<file path="config.mk">
export PLATFORM = sky130hd
export DESIGN_NAME = rci_lane
export DESIGN_NICKNAME = d
export VERILOG_FILES = /design/src/rci_pkg.sv /design/src/rci_lane.sv
export SDC_FILE = /design/constraint.sdc
export NUM_CORES = 1
export LEC_CHECK = 0
export BUFFER_PORTS_ARGS = -buffer_cell sky130_fd_sc_hd__buf_2
export CAP_MARGIN = 15
export CORE_MARGIN = 1
export CORE_UTILIZATION = 55
export DETAILED_ROUTE_END_ITERATION = 8
export GPL_TIMING_DRIVEN = 0
export PLACE_DENSITY = 0.84
export SYNTH_ARGS = -nofsm -noshare
export SYNTH_HDL_FRONTEND = slang
export SYNTH_SLANG_ARGS = --single-unit
</file>
<file path="constraint.sdc">
create_clock -name aclk -period 8.15 [get_ports aclk]
set_input_delay 1.63 -clock aclk [delete_from_list [all_inputs] [get_ports aclk]]
set_output_delay 1.63 -clock aclk [all_outputs]
set_load 0.005 [all_outputs]
</file>
<file path="src/rci_pkg.sv">
`timescale 1ns / 1ps
// Shared types and codes for the RGBA convolution block.
// No dependencies; imported by every module of the block.
package rci_pkg;

    localparam int FIELD_W   = 16;
    localparam int CFG_IDX_W = 3;

    localparam logic [1:0] FUNC_LOAD  = 2'd0;
    localparam logic [1:0] FUNC_PIXEL = 2'd1;

    localparam logic [CFG_IDX_W-1:0] REG_KERNEL_SIZE  = 3'd0;
    localparam logic [CFG_IDX_W-1:0] REG_FRAME_WIDTH  = 3'd1;
    localparam logic [CFG_IDX_W-1:0] REG_FRAME_HEIGHT = 3'd2;
    localparam logic [CFG_IDX_W-1:0] REG_DIVISOR      = 3'd3;
    localparam logic [CFG_IDX_W-1:0] REG_MAX_LEVEL    = 3'd4;

    typedef struct packed {
        logic clear;
        logic mac;
        logic div_start;
    } lane_ctrl_t;

endpackage

</file>
<file path="src/rci_lane.sv">
`timescale 1ns / 1ps
// One colour lane: multiply-accumulate over the kernel taps, then
// restoring division and clamp. Depends on rci_pkg.
module rci_lane #(
    parameter int ACC_W = 39
) (
    input  logic                             aclk,
    input  logic                             aresetn,
    input  rci_pkg::lane_ctrl_t              ctrl,
    input  logic [rci_pkg::FIELD_W-1:0]      sample,
    input  logic signed [rci_pkg::FIELD_W-1:0] coef,
    input  logic [rci_pkg::FIELD_W-1:0]      dvsr,
    input  logic [rci_pkg::FIELD_W-1:0]      max_level,
    output logic [rci_pkg::FIELD_W-1:0]      result,
    output logic                             done
);
    import rci_pkg::*;

    localparam int N     = ACC_W - 1;
    localparam int CNT_W = $clog2(N + 1);
    localparam int PR_W  = 2 * FIELD_W + 1;

    logic signed [PR_W-1:0]  prod_reg, prod_next;
    logic                    pvld_reg;
    logic signed [ACC_W-1:0] acc_reg;
    logic [N-1:0]            quo_reg, quo_next;
    logic [FIELD_W-1:0]      rem_reg, rem_next;
    logic [FIELD_W:0]        rem_sh;
    logic                    ge;
    logic [CNT_W-1:0]        cnt_reg;
    logic                    busy_reg, pos_reg, done_reg;

    assign prod_next = $signed({1'b0, sample}) * coef;
    assign rem_sh    = {rem_reg, quo_reg[N-1]};
    assign ge        = rem_sh >= {1'b0, dvsr};
    assign rem_next  = ge ? FIELD_W'(rem_sh - {1'b0, dvsr}) : rem_sh[FIELD_W-1:0];
    assign quo_next  = {quo_reg[N-2:0], ge};

    always_ff @(posedge aclk) begin
        if (!aresetn) begin
            pvld_reg <= 1'b0;
            busy_reg <= 1'b0;
            done_reg <= 1'b0;
            pos_reg  <= 1'b0;
            acc_reg  <= '0;
            cnt_reg  <= '0;
        end else begin
            done_reg <= 1'b0;
            if (ctrl.clear) begin
                pvld_reg <= 1'b0;
                acc_reg  <= '0;
            end else begin
                pvld_reg <= ctrl.mac;
                if (pvld_reg) begin
                    acc_reg <= acc_reg + ACC_W'(prod_reg);
                end
            end
            if (ctrl.div_start) begin
                busy_reg <= 1'b1;
                cnt_reg  <= CNT_W'(N);
                pos_reg  <= !acc_reg[ACC_W-1] && (acc_reg != '0);
            end else if (busy_reg) begin
                cnt_reg <= cnt_reg - 1'b1;
                if (cnt_reg == CNT_W'(1)) begin
                    busy_reg <= 1'b0;
                    done_reg <= 1'b1;
                end
            end
        end
    end

    always_ff @(posedge aclk) begin
        if (ctrl.mac) begin
            prod_reg <= prod_next;
        end
        if (ctrl.div_start) begin
            quo_reg <= acc_reg[N-1:0];
            rem_reg <= '0;
        end else if (busy_reg) begin
            quo_reg <= quo_next;
            rem_reg <= rem_next;
        end
    end

    always_comb begin
        if (!pos_reg) begin
            result = '0;
        end else if (quo_reg > N'(max_level)) begin
            result = max_level;
        end else begin
            result = quo_reg[FIELD_W-1:0];
        end
    end

    assign done = done_reg;

endmodule

</file>
==> qor.txt, run 1 <==
outcome: complete, no violations
area added between synthesis and finish: 8.94%
Worst Hold Depth: 2
PortBufs: 84
CTS Buffer Depth: 2
Worst EP required: 8320 ps
Adder-Cell Fraction of Synth Area: 0.364
leakage power: 9.30 nW
Slew HR: 0.444
Mean Syn Cell Area: 9.25 um2
Post-synth EDFFs: 71
Setup WS post-layout: 275 ps
Die Width: 180 um
most common cell after layout, fill and taps aside: inv_1
First DRT Iteration DRCs: 1064
Hold Crit Start: rem_reg[8]
CTS H-tree depth: 4
Routed Antenna Nets: 0
largest area contributor in the netlist: fa_1
FF+latch count, synth: 136
Initial Utilization: 0.564
postcts setup bufs: 0
Yosys top cell area share: 0.225
initial antenna violation count: 0
Yosys warnings: 0
endpoints failing hold: 0
Post-Synth XOR/XNOR Area: 0.0362
top post-synthesis cells by area: fa_1, ha_1, edfxtp_1, dfxtp_1, inv_1
most used cell, CP: fa_1
mux cell area share after synthesis: 0.0451
Hold EP: rem_reg[8]
Placed Area: 18400 um2
post-CTS sizing: 0
Hold-fix buffers, CTS: 0
grt ovf: 0
critical path capture point type: flop
vias in the first global route: 14200
CTS Buf Count: 17
Yosys cell types: 75
Simple-Gate Fraction of Synth Area: 0.155
dpl hpwl: 34.0 mm
Worst Setup Slack post-DPL: -290 ps
final setup skew: 9.36 ps
n_diodes: 0
Root Buffer: clkbuf_16
Pwr per Cell Area: 371 nW/um2
Least-Margin Pin Slew: 834 ps
RR Endpoint: acc_reg[36]
number of flip-flops in the largest register: 39
total negative slack: 0 ps
Worst Hold Class: flop to flop
Die Y: 180 um
RePlAce Congestion: 0.968
WP data arrival: 8050 ps
first-pass GRT wire length: 69.6 mm
Most used DFF post-synth: edfxtp_1
main combinational cell family by area after synthesis: adder cells
Tot GR Track Use: 0.263
Cells after Synth: 1885
DRC errors left: 0
count of final setup violators: 0
WHS: 507 ps
Core Region: 30900 um2
share of layout cells above drive strength 1: 0.0958
clock sink total: 136
Final Util: 0.614
Synth Cell Area: 17400 um2
Tcrit/Tclk final: 0.966
vias per inst: 5.74
kind of critical path: primary input to flop
CP delay by family, top: adder cells
Pins Over Slew Limit: 0
CP max-delay cell: fa_1
largest net degree at the start of global routing: 35
Worst Path Buf+Inv: 6
asr flop ratio synth: 0
number of max-cap violations: 0
clock slew at reported path FFs: 60 ps
Reg2Reg Launch Point: acc_reg[0]
CP cell instances: buf_2 -> clkbuf_1 -> nand2_1 -> fa_1 -> inv_1 -> fa_1 -> fa_1 -> fa_1 -> fa_1 -> inv_1 -> fa_1 -> inv_1 -> ha_1 -> clkbuf_1 -> a21o_1 -> a221o_1 -> a21o_1 -> nor3_1 -> nand3_1 -> o211ai_1 -> o21ai_0 -> a31oi_1 -> xnor2_1
flop2flop setup slack: 4850 ps
VDD IR-drop max: 337 uV
post-synthesis compound-gate area fraction: 0.124
Rows: 64
clk_lat worst skew: 430 ps
RSZ-0062 raised after global routing: true
Vias: 13700
routed length per instance: 17.2 um
commonest cells after routing, fill and taps aside: inv_1, fa_1, ha_1, nand2_1, and2_1
fin crit period: 7880 ps
R2R depth: 12
die area: 32400 um2
routed wire length: 41.1 mm
f_max: 0.127 GHz
Pre-antenna DRT Iters: 5
crit-path max FO: 10
critical path launch point type: primary input
CTS tree: built
Mapped Nets: 2344
sequential share of the synthesized area: 0.197
io pins: 86
nets@finish: 2440
crit-path max cell delay: 560 ps
fin area: 19000 um2
==> how the worst max path moves through the flow <==
stage                     cells after the start  slack [ps]  startpoint           end
after floorplan                              22         730   sample[1]  prod_reg[32]
after global placement                       22        -200    coef[15]  prod_reg[31]
after detailed placement                     22        -290    coef[15]  prod_reg[31]
after CTS                                    22         160    coef[15]  prod_reg[31]
after global routing                         25         -40    coef[12]  prod_reg[32]
final                                        23         270     coef[9]  prod_reg[31]
==> where the power goes <==
part / total (mW) / internal [mW] / switching [mW]
logic: 5.08 / 2.14 / 2.93
clock network: 0.830 / 0.529 / 0.301
registers: 1.13 / 1.07 / 0.0647
total: 7.04 / 3.74 / 3.30
==> routing by layer <==
| metal | up-vias | track usage | part of all wire | routed length, um |
|---|---|---|---|---|
| li1 | 6479 | - | - | - |
| met1 | 6615 | 0.333 | 0.42 | 17200 |
| met2 | 528 | 0.462 | 0.49 | 20200 |
| met3 | 87 | 0.0362 | 0.067 | 2760 |
| met4 | 0 | 0.0913 | 0.023 | 948 |
| met5 | - | 0 | 0 | 0 |
==> synthesized netlist by cell type, types with 30 or more instances <==
master / count
nor2_1: 92
edfxtp_1: 71
o21ai_0: 59
a21oi_1: 63
mux2i_1: 38
and2_1: 126
nand2_1: 168
inv_1: 290
xnor2_1: 49
nand3_1: 30
a21o_1: 53
clkbuf_1: 63
dfxtp_1: 65
fa_1: 196
ha_1: 194
mux2_2: 36
==> through the flow <==
stage          instances  power (mW)
2_1_floorplan       1885        5.05
3_3_place_gp        2365        5.95
3_5_place_dp        2366        6.14
4_1_cts             2398        7.00
5_1_grt             2390        7.72
6_report            2390        7.04
==> logic make-up (layout without fill, tap and decap cells) <==
| logic type | after synthesis | count (layout) |
|---|---|---|
| buffers and inverters | 363 | 472 |
| and+or+nand+nor | 536 | 536 |
| AOI/OAI and AO/OA | 314 | 314 |
| adders and majority gates | 390 | 390 |
| DFF | 136 | 136 |
| muxes | 74 | 74 |
| xor gates and xnor gates | 72 | 72 |
==> worst register-to-register path, cell delays in order, from the launching register on <==
cell and delay (ps):
dfxtp_1 440, ha_1 250, inv_1 70, fa_1 410, nand2b_1 190, a21o_1 220, a21oi_2 200, nor3_2 100
o311a_4 410, a211oi_2 380, o21a_1 200, o21ai_1 60, a32o_1 260
==> layout make-up <==
cell class              count  area, um2
plain buffers              65        265
inverters                 290       1090
repair buffers             85        448
flip-flops and latches    136       3430
well taps                 396        495
multi-input cells        1386      12600
clock inverters            11        170
fillers                  2557      11900
clock buffers              21        460
Power figures use the tool's default switching activity.
==> run 2: changes to the inputs <==
==> constraint.sdc (replaced) <==
create_clock -name aclk -period 7.9 [get_ports aclk]
set_input_delay 1.58 -clock aclk [delete_from_list [all_inputs] [get_ports aclk]]
set_output_delay 1.58 -clock aclk [all_outputs]
set_load 0.005 [all_outputs]
==> qor.txt, run 2 (same netlist as run 1, synthesis figures left out) <==
Tcrit/Tclk final: 0.970
Slew HR: 0.441 (-0.00303)
number of flip-flops in the largest register: 39 (unchanged)
Worst EP required: 8070 ps (-250 ps)
leakage power: 9.32 nW (+0.30%)
Setup WS post-layout: 237 ps (-37.4 ps)
multi-input logic area: 12600 um2 (+0.11%)
non-filler cells, final: 2389 (-0.042%)
Pre-antenna DRT Iters: 5 (unchanged)
share of layout cells above drive strength 1: 0.102 (+0.00607)
Routed Antenna Nets: 0 (unchanged)
WHS: 503 ps (-3.40 ps)
fillers: 2550 (-0.27%)
most common cell after layout, fill and taps aside: inv_1
Cell Count Post-Placement: 2366 (unchanged)
number of max-cap violations: 0 (unchanged)
CTS Buffer Depth: 2 (unchanged)
Pwr per Cell Area: 386 nW/um2 (+4.2%)
Placed Area: 18400 um2 (unchanged)
endpoints failing hold: 0 (unchanged)
f_max: 0.131 GHz
nets@finish: 2439 (-0.041%)
CTS H-tree depth: 4 (unchanged)
WP data arrival: 7830 ps (-220 ps)
fin crit period: 7660 ps
CTS Buf Count: 17 (unchanged)
Worst Hold Class: flop to flop
vias per inst: 5.74 (about the same)
Initial Utilization: 0.564 (unchanged)
VDD IR-drop max: 349 uV (+3.6%)
Die Y: 180 um (unchanged)
kind of critical path: primary input to flop
Sequential cell area: 3430 um2 (unchanged)
area added between synthesis and finish: 9.10%
clk_lat worst skew: 430 ps (about the same)
Rows: 64 (unchanged)
critical path launch point type: primary input
clock slew at reported path FFs: 60 ps (about the same)
Final Util: 0.615 (+0.000931)
clock sink total: 136 (unchanged)
First DRT Iteration DRCs: 1027 (-3.5%)
Core Region: 30900 um2 (unchanged)
count of final setup violators: 0 (unchanged)
largest net degree at the start of global routing: 35 (unchanged)
outcome: complete, no violations
PortBufs: 84 (unchanged)
Root Buffer: clkbuf_16
Design Power: 7.35 mW (+4.4%)
die area: 32400 um2 (unchanged)
Worst Setup Slack post-DPL: -490 ps (-200 ps)
routed wire length: 41.4 mm (+0.80%)
Pins Over Slew Limit: 0 (unchanged)
initial antenna violation count: 0 (unchanged)
Vias: 13700 (+0.036%)
total negative slack: 0 ps (unchanged)
n_diodes: 0 (unchanged)
fin area: 19000 um2 (+0.15%)
R2R depth: 12 (unchanged)
critical path capture point type: flop
Least-Margin Pin Slew: 839 ps (+4.55 ps)
Die Width: 180 um (unchanged)
grt ovf: 0 (unchanged)
Worst Hold Depth: 2 (unchanged)
final setup skew: 8.45 ps (-0.908 ps)
vias in the first global route: 14200 (unchanged)
CTS tree: built
DRC errors left: 0 (unchanged)
first-pass GRT wire length: 69.6 mm (unchanged)
Tot GR Track Use: 0.263 (unchanged)
io pins: 86 (unchanged)
RSZ-0062 raised after global routing: false
RePlAce Congestion: 0.968 (unchanged)
crit-path max FO: 10 (unchanged)
routed length per instance: 17.3 um (+0.84%)
commonest cells after routing, fill and taps aside: inv_1, fa_1, ha_1, nand2_1, and2_1
dpl hpwl: 34.0 mm (unchanged)
==> run 2: cell count changes in the layout (fill, tap and decap cells not counted), sizes merged <==
cell and change:
buf +4, clkbuf -5
==> run 2: final timing paths <==
path / slack (ps) / to / from
worst max-delay path: 240 / prod_reg[31] / sample[7]
worst min-delay path: 500 / rem_reg[3] / rem_reg[3]
worst max register to register: 4610 / acc_reg[36] / acc_reg[0]
worst min register to register: 500 / rem_reg[3] / rem_reg[3]
==> run 2: critical path, cell delays in order <==
cell	delay, ps
buf_2	210
buf_2	320
nand2_1	120
fa_1	540
inv_1	50
fa_1	550
fa_1	450
fa_1	520
fa_1	560
inv_1	60
fa_1	520
inv_1	40
ha_1	270
clkbuf_1	190
a21o_1	220
a221o_1	300
a21o_1	190
nor3_1	200
nand3_1	170
o211ai_1	240
o21ai_1	180
a31oi_1	220
xnor2_1	90
==> run 2: cell type report <==
class | count | share of cell area
buffer | 63 | 0.0143
clock buffer | 21 | 0.0242
clock inverter | 11 | 0.00895
inverter | 290 | 0.0572
multi-input combinational | 1386 | 0.665
sequential | 136 | 0.181
tap | 396 | 0.0261
timing repair buffer | 86 | 0.0239
==> run 2: where the power goes <==
group,internal (mW),switching (mW),leakage (nW)
Clock,0.546,0.309,0.308
Sequential,1.10,0.0668,1.26
Combinational,2.24,3.08,7.76
Total,3.89,3.46,9.32
==> run 2: routing by layer <==
metal	GRT usage	wire length, um
met1	0.333	17500
met2	0.462	20400
met3	0.0362	2650
met4	0.0913	871
met5	0	0
==> run 2: repair_timing <==
item,CTS,global route
pin swaps,0,2
hold buffers,0,0
endpoints found under the hold margin,0,0
setup buffers,0,1
endpoints found under the setup margin,1,8
gates resized for setup,1,47
