## src/rci_pkg.sv

```systemverilog
`timescale 1ns / 1ps
// Shared types and codes for the RGBA convolution block.
// No dependencies; imported by every module of the block.
package rci_pkg;

    localparam int FIELD_W   = 16;
    localparam int CFG_IDX_W = 3;

    localparam logic [1:0] FUNC_LOAD  = 2'd0;
    localparam logic [1:0] FUNC_PIXEL = 2'd1;

    localparam logic [CFG_IDX_W-1:0] REG_KERNEL_SIZE  = 3'd0;
    localparam logic [CFG_IDX_W-1:0] REG_FRAME_WIDTH  = 3'd1;
    localparam logic [CFG_IDX_W-1:0] REG_FRAME_HEIGHT = 3'd2;
    localparam logic [CFG_IDX_W-1:0] REG_DIVISOR      = 3'd3;
    localparam logic [CFG_IDX_W-1:0] REG_MAX_LEVEL    = 3'd4;

    typedef struct packed {
        logic clear;
        logic mac;
        logic div_start;
    } lane_ctrl_t;

endpackage

```

## src/rci_merge.sv

```systemverilog
`timescale 1ns / 1ps
// Output stage: gathers the lane results, alpha and frame end into one
// held result transfer. Depends on rci_pkg.
module rci_merge (
    input  logic                        aclk,
    input  logic                        aresetn,
    input  logic                        push,
    input  logic [rci_pkg::FIELD_W-1:0] red,
    input  logic [rci_pkg::FIELD_W-1:0] green,
    input  logic [rci_pkg::FIELD_W-1:0] blue,
    input  logic [rci_pkg::FIELD_W-1:0] alpha,
    input  logic                        fend,
    output logic                        can_push,
    output logic                        m_tvalid,
    input  logic                        m_tready,
    output logic [4*rci_pkg::FIELD_W-1:0] m_tdata,
    output logic                        m_tlast
);
    import rci_pkg::*;

    logic                  valid_reg;
    logic [4*FIELD_W-1:0]  data_reg;
    logic                  last_reg;

    assign can_push = !valid_reg || m_tready;

    always_ff @(posedge aclk) begin
        if (!aresetn) begin
            valid_reg <= 1'b0;
        end else if (push) begin
            valid_reg <= 1'b1;
        end else if (m_tready) begin
            valid_reg <= 1'b0;
        end
    end

    always_ff @(posedge aclk) begin
        if (push) begin
            data_reg <= {alpha, blue, green, red};
            last_reg <= fend;
        end
    end

    assign m_tvalid = valid_reg;
    assign m_tdata  = data_reg;
    assign m_tlast  = last_reg;

endmodule

```

## config.mk

```make
export PLATFORM = sky130hd
export DESIGN_NAME = rci_merge
export DESIGN_NICKNAME = d
export VERILOG_FILES = /design/src/rci_pkg.sv /design/src/rci_merge.sv
export SDC_FILE = /design/constraint.sdc
export NUM_CORES = 1
export LEC_CHECK = 0
export BUFFER_PORTS_ARGS = -buffer_cell sky130_fd_sc_hd__buf_2
export CAP_MARGIN = 15
export CELL_PAD_IN_SITES_DETAIL_PLACEMENT = 1
export CELL_PAD_IN_SITES_GLOBAL_PLACEMENT = 2
export CORE_UTILIZATION = 29
export DETAILED_ROUTE_END_ITERATION = 12
export HOLD_SLACK_MARGIN = 0.15
export PLACE_DENSITY = 0.91
export SLEW_MARGIN = 20
export SYNTH_ARGS = -nofsm -noshare
export SYNTH_HDL_FRONTEND = slang
export SYNTH_SLANG_ARGS = --single-unit
```

## constraint.sdc

```tcl
create_clock -name aclk -period 1.55 [get_ports aclk]
set_input_delay 0.465 -clock aclk [delete_from_list [all_inputs] [get_ports aclk]]
set_output_delay 0.465 -clock aclk [all_outputs]
set_load 0.005 [all_outputs]
```

==> results of run 1 <==
==> registers in the layout, indices dropped and copies added, names as in the netlist <==
| name | flops |
|---|---|
| m_tlast | 1 |
| m_tdata | 64 |
| m_tvalid | 1 |
==> cell families after synthesis <==
kind of cell	Yosys count	synth area share
compound gates	1	0.00563
flops	66	0.986
buf+inv	1	0.00187
simple gates	1	0.00688
==> worst paths after layout <==
check | from | cells past startpoint | to | slack, ns
hold / removal | alpha[8] | 1 | m_tdata[56] | 0.30
setup reg to reg | m_tvalid | 2 | m_tvalid | 0.94
setup / recovery | m_tvalid | 2 | can_push | 0.19
hold reg to reg | m_tvalid | 2 | m_tvalid | 0.50
==> synth_stat cells <==
cell	count
inv_1	1
nand2b_4	1
a21boi_2	1
edfxtp_1	65
dfxtp_1	1
==> per-stage QoR <==
step                      setup slack [ns]   util
after floorplan                      0.494      -
after global placement               0.272  0.430
after detailed placement             0.270  0.430
after CTS                            0.163  0.457
after global routing                 0.145  0.457
final                                0.191  0.458
==> power by group through the flow <==
stage / clock, mW / sequential (mW) / combinational (mW)
floorplan: 0 / 2.21 / 0.00530
global placement: 0 / 2.18 / 0.281
detailed placement: 0 / 2.19 / 0.290
CTS: 1.38 / 2.15 / 0.291
global route: 1.47 / 2.16 / 0.307
finish: 1.34 / 2.15 / 0.283
==> area by class of cell <==
cell class	count	area, µm²	area share
flip-flops and latches	66	1970	0.663
repair buffers	136	696	0.234
clock buffers	12	135	0.0455
well taps	77	96.3	0.0324
clock inverters	4	42.5	0.0143
multi-input cells	2	25.0	0.00842
inverters	1	3.75	0.00126
diodes	1	2.50	0.000842
==> critical path, stage by stage, from the launching register on <==
cell and delay (ns):
dfxtp_1 0.37, nand2b_4 0.07, buf_2 0.12
==> layout by cell type (no fill, tap or decap) <==
cell type,count
dfxtp_1,1
clkinv_1,2
a21boi_2,1
nand2b_4,1
clkbuf_8,9
clkbuf_1,3
buf_12,1
diode_2,1
buf_2,135
edfxtp_1,65
inv_1,1
clkinv_2,1
bufinv_16,1
==> per-layer routing <==
| layer | GRT usage | part of all wire |
|---|---|---|
| met3 | 0.0642 | 0.11 |
| met2 | 0.207 | 0.49 |
| met1 | 0.131 | 0.37 |
| met5 | 0 | 0.0025 |
| met4 | 0.0786 | 0.022 |
==> reports/qor.csv, run 1 <==
stage,metric,value,unit
run_status,status,"complete, no violations",
floorplan,die-area,7240,µm²
final_layout,drive_gt1_frac,0.674,
route,vias,1250,
synth,syn_nets,138,
sta,slew_headroom,0.766,
grt,gr-total-overflow,0,
route,drt_iter0_markers,47,
power_and_ir_drop,p_int,3.00,mW
synth,avgSynthCellArea,29.0,µm²
power_and_ir_drop,seq_power_share,0.570,
floorplan,die_x,85.1,µm
critical_path,crit_fanout,2,
synth,ys_ff_latch,66,
flow_run,maxCapViolations,0,
synth,synth_area_leaders,"edfxtp_1 98%, dfxtp_1 1.0%, nand2b_4 0.69%",
sta,hold_violations,0,
grt,track_usage,0.127,
final_layout,nFillCells,665,
sta,worst_slew_pin_slew,0.351,ns
power_and_ir_drop,p_clk_frac,0.355,
floorplan,core,6490,µm²
clocking,cts.sinks,66,
synth,netlist_instances,69,
clocking,hold_buffers,0,
route,wl,4.45,mm
power_and_ir_drop,p_switching,0.766,mW
power_and_ir_drop,vdd_ir_drop_max,0.000544,V
clocking,cts_tree,done,
synth,synth_top_area_share,0.976,
critical_path,cp-end-kind,output port,
sta,fmax,736,MHz
floorplan,die_h,85.1,µm
power_and_ir_drop,cellPowerDensity,1270,nW/µm²
sta,finalClockSkew,0,ns
sta,tns,0,ns
critical_path,cp.arrival,0.89,ns
sta,post-route-period-util,0.877,
synth,yosysSeqAreaShare,0.986,
synth,yosys_warnings,0,
sta,fin_crit,1.36,ns
power_and_ir_drop,design_power_total,3.77,mW
power_and_ir_drop,p_leak,1.29,nW
grt,antenna_found_initial,2,
clocking,insertion_delay,0.33,ns
critical_path,startpoint_type,flop,
floorplan,initial_core_util,0.308,
place,dp.cells,282,
route,drtPass1Iterations,4,
clocking,clk_pin_slew,0.07,ns
critical_path,cp.required,1.08,ns
grt,grt_pass1_wl,6.51,mm
power_and_ir_drop,power_frac_comb,0.075,
power_and_ir_drop,switching_share,0.203,
route,antenna_left,0,
clocking,h-tree-depth,3,
synth,synth_area_leader_cell,edfxtp_1,
sta,slew_violations,0,
route,post_drt_via_cell_ratio,4.18,
final_layout,num-nets-final,285,
clocking,cts_setup_buffers,0,
clocking,clk_path_buf_depth,2,
clocking,cts_root_buffer,clkbuf_8,
route,drc,0,
final_layout,fin_cells,299,
synth,synth_cell_types,5,
clocking,cts_resized,0,
sta,finalSetupViolCount,0,
critical_path,worstSetupPathType,flop to output port,
place,place_area,2790,µm²
final_layout,area_delta_synth_final,48.6,%
clocking,numCtsBuffers,9,
sta,timing.hold.ws,0.300,ns
hold_path,hold_path.class,input port to flop,
floorplan,fp-row-count,29,
final_layout,final_area,2970,µm²
place,port_buffers,135,
route,wire_per_inst,14.9,µm
grt,grt_max_degree,67,
sta,rsz0062_at_grt,no,
synth,synth_area,2000,µm²
place,gp_congestion,0.637,
grt,grt_pass1_vias,1349,
floorplan,pin_count,136,
Note: power is estimated with default switching activity, not from simulation.
==> inputs of run 2 (changes only) <==
==> constraint.sdc (replaced) <==
create_clock -name aclk -period 1.75 [get_ports aclk]
set_input_delay 0.525 -clock aclk [delete_from_list [all_inputs] [get_ports aclk]]
set_output_delay 0.525 -clock aclk [all_outputs]
set_load 0.005 [all_outputs]
==> reports/qor.csv, run 2 (same netlist as run 1, synthesis figures left out) <==
stage,metric,value,unit,change
floorplan,initial_core_util,0.308,,unchanged
final_layout,antenna_cells,0,,-1
grt,track_usage,0.124,,-0.00330
sta,worst_slew_pin_slew,0.363,ns,+0.0120 ns
critical_path,cp-end-kind,output port,,
final_layout,drive_gt1_frac,0.674,,unchanged
route,post_drt_via_cell_ratio,4.18,,about the same
sta,post-route-period-util,0.805,,
route,wire_per_inst,14.8,µm,-0.54%
critical_path,critical-path-max-stage-delay,0.38,ns,about the same
clocking,clk_path_buf_depth,2,,unchanged
flow_run,maxCapViolations,0,,unchanged
run_status,status,"complete, no violations",,
final_layout,largest_reg_flops,64,,unchanged
place,port_buffers,135,,unchanged
final_layout,area_delta_synth_final,47.2,%,
place,place_ws,0.352,ns,+0.0815 ns
sta,fin_crit,1.41,ns,
clocking,cts_root_buffer,clkbuf_8,,
clocking,insertion_delay,0.32,ns,about the same
sta,fmax,710,MHz,
floorplan,die_x,85.1,µm,unchanged
route,antenna_left,0,,unchanged
floorplan,core,6490,µm²,unchanged
sta,hold_violations,0,,unchanged
critical_path,crit_fanout,2,,unchanged
route,vias,1246,,-0.32%
floorplan,fp-row-count,29,,unchanged
clocking,cts_setup_buffers,0,,unchanged
power_and_ir_drop,p_leak,1.28,nW,-0.76%
clocking,cts_resized,0,,unchanged
grt,grt_max_degree,67,,unchanged
sta,finalClockSkew,0,ns,unchanged
final_layout,fin_cells,298,,-0.33%
critical_path,startpoint_type,flop,,
grt,antenna_found_initial,1,,-1
critical_path,crit_slowest_cell,dfxtp_1,,
sta,slew_headroom,0.758,,-0.00797
critical_path,crit_path_cell_trace,"nand2b_4, buf_2",,
clocking,h-tree-depth,3,,unchanged
floorplan,pin_count,136,,unchanged
route,drtPass1Iterations,3,,-1
route,wl,4.41,mm,-0.88%
clocking,cts_tree,done,,
place,gp_congestion,0.635,,-0.33%
grt,grt_pass1_wl,6.49,mm,-0.32%
sta,rsz0062_at_grt,no,,
power_and_ir_drop,vdd_ir_drop_max,0.000568,V,+4.4%
sta,finalSetupViolCount,0,,unchanged
clocking,clk_pin_slew,0.07,ns,about the same
floorplan,die-area,7240,µm²,unchanged
power_and_ir_drop,cellPowerDensity,1070,nW/µm²,-15%
critical_path,cp.required,1.22,ns,+0.14 ns
grt,grt_pass1_vias,1298,,-3.8%
place,dp.cells,282,,unchanged
final_layout,num-nets-final,285,,unchanged
grt,gr-total-overflow,0,,unchanged
sta,worst_slack,0.342,ns,+0.151 ns
final_layout,final_util,0.453,,-0.00424
clocking,cts.sinks,66,,unchanged
final_layout,nFillCells,669,,+0.60%
clocking,hold_buffers,0,,unchanged
route,drt_iter0_markers,56,,+19%
hold_path,hold_path.class,input port to flop,,
sta,tns,0,ns,unchanged
critical_path,cp.arrival,0.88,ns,about the same
final_layout,final_cell_mix,"135 x buf_2, 65 x edfxtp_1, 9 x clkbuf_8, 3 x clkinv_1",,
clocking,numCtsBuffers,9,,unchanged
power_and_ir_drop,design_power_total,3.16,mW,-16%
route,drc,0,,unchanged
sta,slew_violations,0,,unchanged
final_layout,layout_commonest_cell,buf_2,,
critical_path,worstSetupPathType,flop to output port,,
floorplan,die_h,85.1,µm,unchanged
==> run 2: power breakdown <==
part / switching [mW] / leakage (nW) / internal, mW / total (mW)
logic: 0.115 / 0.556 / 0.136 / 0.251
registers: 0.0285 / 0.645 / 1.87 / 1.90
clock network: 0.512 / 0.0796 / 0.495 / 1.01
==> run 2: critical path: cells and delay by family, from the launching register on <==
family | cells | cell delay (ns)
buffers and inverters | 1 | 0.12
AND/OR/NAND/NOR | 1 | 0.07
flip-flops | 1 | 0.38
==> run 2: worst paths after layout <==
kind,from,endpoint,slack (ns),depth (start not counted)
max reg2reg,m_tvalid,m_tvalid,1.12,2
max,m_tvalid,can_push,0.34,2
min reg2reg,m_tvalid,m_tvalid,0.51,2
min,alpha[2],m_tdata[50],0.37,1
==> run 2: area by class of cell <==
type	instances	area, µm²	share of cell area
sequential	66	1970	0.669
timing repair buffer	136	696	0.236
clock buffer	11	131	0.0446
tap	77	96.3	0.0327
multi-input combinational	2	25.0	0.00850
clock inverter	5	21.3	0.00722
inverter	1	3.75	0.00127
==> run 2: stage by stage <==
step | hold WS (ns) | instance area (µm²)
global placement | 0.478 | 2790
floorplan | 0.498 | 2000
finish | 0.374 | 2950
detailed placement | 0.505 | 2790
global route | 0.345 | 2950
CTS | 0.353 | 2950
==> run 2: routing by layer <==
| layer | vias to the layer above | wire [µm] | global-route usage |
|---|---|---|---|
| li1 | 570 | - | - |
| met1 | 581 | 1720 | 0.132 |
| met2 | 81 | 2170 | 0.207 |
| met3 | 12 | 424 | 0.0584 |
| met4 | 2 | 79 | 0.0601 |
| met5 | - | 13 | 0 |
==> inputs of run 3 (changes only) <==
--- a/config.mk
+++ b/config.mk
@@ -9,10 +9,10 @@
 export CAP_MARGIN = 15
 export CELL_PAD_IN_SITES_DETAIL_PLACEMENT = 1
 export CELL_PAD_IN_SITES_GLOBAL_PLACEMENT = 2
-export CORE_UTILIZATION = 29
+export CORE_UTILIZATION = 24
 export DETAILED_ROUTE_END_ITERATION = 12
 export HOLD_SLACK_MARGIN = 0.15
-export PLACE_DENSITY = 0.91
+export PLACE_DENSITY = 0.81
 export SLEW_MARGIN = 20
 export SYNTH_ARGS = -nofsm -noshare
 export SYNTH_HDL_FRONTEND = slang
==> constraint.sdc (replaced) <==
create_clock -name aclk -period 1.26 [get_ports aclk]
set_input_delay 0.378 -clock aclk [delete_from_list [all_inputs] [get_ports aclk]]
set_output_delay 0.378 -clock aclk [all_outputs]
set_load 0.005 [all_outputs]
==> reports/qor.csv, run 3 (same netlist as run 1, synthesis figures left out) <==
stage,metric,value,unit,change
flow_run,maxCapViolations,0,,unchanged
sta,rsz0062_at_grt,yes,,
clocking,clk_path_buf_depth,2,,unchanged
grt,grt_max_degree,44,,-34%
hold_path,hold_path.class,input port to flop,,
place,port_buffers,135,,unchanged
route,drtPass1Iterations,2,,-1
critical_path,startpoint_type,flop,,
sta,fin_crit,1.23,ns,
floorplan,initial_core_util,0.254,,-0.0544
floorplan,pin_count,136,,unchanged
floorplan,core,7890,µm²,+21%
route,antenna_left,0,,unchanged
sta,worst_slew_pin_slew,0.280,ns,-0.0824 ns
grt,antenna_found_initial,3,,+2
route,vias,1246,,unchanged
clocking,cts_tree,done,,
grt,gr-total-overflow,0,,unchanged
critical_path,cp-end-kind,output port,,
floorplan,die-area,8700,µm²,+20%
clocking,cts_resized,1,,+1
clocking,numCtsBuffers,9,,unchanged
sta,slew_headroom,0.813,,+0.0550
run_status,status,"complete, no violations",,
sta,hold_violations,0,,unchanged
route,wire_per_inst,13.7,µm,-7.2%
clocking,cts_setup_buffers,0,,unchanged
clocking,h-tree-depth,3,,unchanged
critical_path,crit_buf_inv,1,,unchanged
route,drt_iter0_markers,25,,-55%
critical_path,crit_path_cell_trace,buf_2,,
critical_path,cp.required,0.88,ns,-0.34 ns
sta,tns,0,ns,unchanged
grt,grt_pass1_wl,6.58,mm,+1.4%
final_layout,final_cell_mix,"134 x buf_2, 65 x edfxtp_1, 9 x clkbuf_8, 2 x clkinv_2, 2 x clkbuf_1",,
sta,slew_violations,0,,unchanged
floorplan,die_x,93.3,µm,+9.7%
final_layout,largest_reg_flops,64,,unchanged
place,gp_congestion,0.670,,+5.6%
sta,fmax,812,MHz,
grt,track_usage,0.104,,-0.0198
route,wl,4.44,mm,+0.86%
power_and_ir_drop,cellPowerDensity,1530,nW/µm²,+42%
sta,post-route-period-util,0.977,,
critical_path,critical-path-max-stage-delay,0.39,ns,about the same
clocking,cts_root_buffer,clkbuf_8,,
clocking,hold_buffers,0,,unchanged
grt,grt_pass1_vias,1323,,+1.9%
power_and_ir_drop,p_leak,1.30,nW,+1.5%
final_layout,drive_gt1_frac,0.688,,+0.0136
power_and_ir_drop,vdd_ir_drop_max,0.000633,V,+11%
critical_path,cp.arrival,0.85,ns,-0.03 ns
final_layout,layout_commonest_cell,buf_2,,
final_layout,area_delta_synth_final,50.8,%,
clocking,cts.sinks,66,,unchanged
final_layout,final_area,3020,µm²,+2.4%
sta,finalClockSkew,0,ns,unchanged
floorplan,fp-row-count,32,,+10%
clocking,insertion_delay,0.32,ns,about the same
critical_path,path_delay_family,flip-flops,,
floorplan,die_h,93.3,µm,+9.7%
critical_path,worstSetupPathType,flop to output port,,
final_layout,num-nets-final,286,,+0.35%
critical_path,crit_slowest_cell,edfxtp_1,,
sta,finalSetupViolCount,0,,unchanged
place,place_area,2830,µm²,+1.4%
critical_path,crit_fanout,1,,-1
clocking,clk_pin_slew,0.07,ns,about the same
route,drc,0,,unchanged
route,post_drt_via_cell_ratio,3.85,,-8.0%
==> run 3: cell types whose count changed in the layout (fill, tap and decap cells not counted), sizes merged <==
cell    delta
bufinv     +1
clkinv     -2
buf        +1
diode      +1
==> run 3: metal layers <==
| metal | up-vias | share of wire | track usage |
|---|---|---|---|
| met5 | - | 0.0061 | 0 |
| met4 | 4 | 0.021 | 0.0577 |
| met3 | 14 | 0.12 | 0.0553 |
| met2 | 86 | 0.46 | 0.158 |
| met1 | 570 | 0.39 | 0.117 |
| li1 | 572 | - | - |
==> run 3: final timing paths <==
path / startpoint / endpoint / slack [ns] / cells after the start
setup reg to reg: m_tvalid / m_tvalid / 0.66 / 2
hold / removal: green[7] / m_tdata[23] / 0.22 / 1
setup / recovery: m_tdata[30] / m_tdata[30] / 0.03 / 1
hold reg to reg: m_tvalid / m_tvalid / 0.49 / 2
==> run 3: final cells by class <==
cell class	instances	area [µm²]
inverter	1	3.75
clock buffer	11	131
multi-input combinational	2	25.0
clock inverter	4	43.8
fill	861	4870
antenna	1	2.50
sequential	66	1970
timing repair buffer	137	709
tap	102	128
==> run 3: where the power goes <==
part           switching (mW)  internal (mW)  leakage [nW]
combinational           0.158          0.192         0.564
clock                   0.717          0.891        0.0906
sequential             0.0408           2.60         0.645
total                   0.916           3.69          1.30
==> run 3: through the flow <==
step	power (mW)	instances	setup slack (ns)	hold WS [ns]	utilization
after floorplan	2.73	69	0.378	0.477	-
after global placement	3.04	308	0.155	0.479	0.359
after detailed placement	3.05	308	0.138	0.494	0.359
after CTS	4.69	323	0.00392	0.202	0.381
after global routing	4.80	323	-0.00521	0.202	0.382
final	4.60	324	0.0289	0.223	0.382
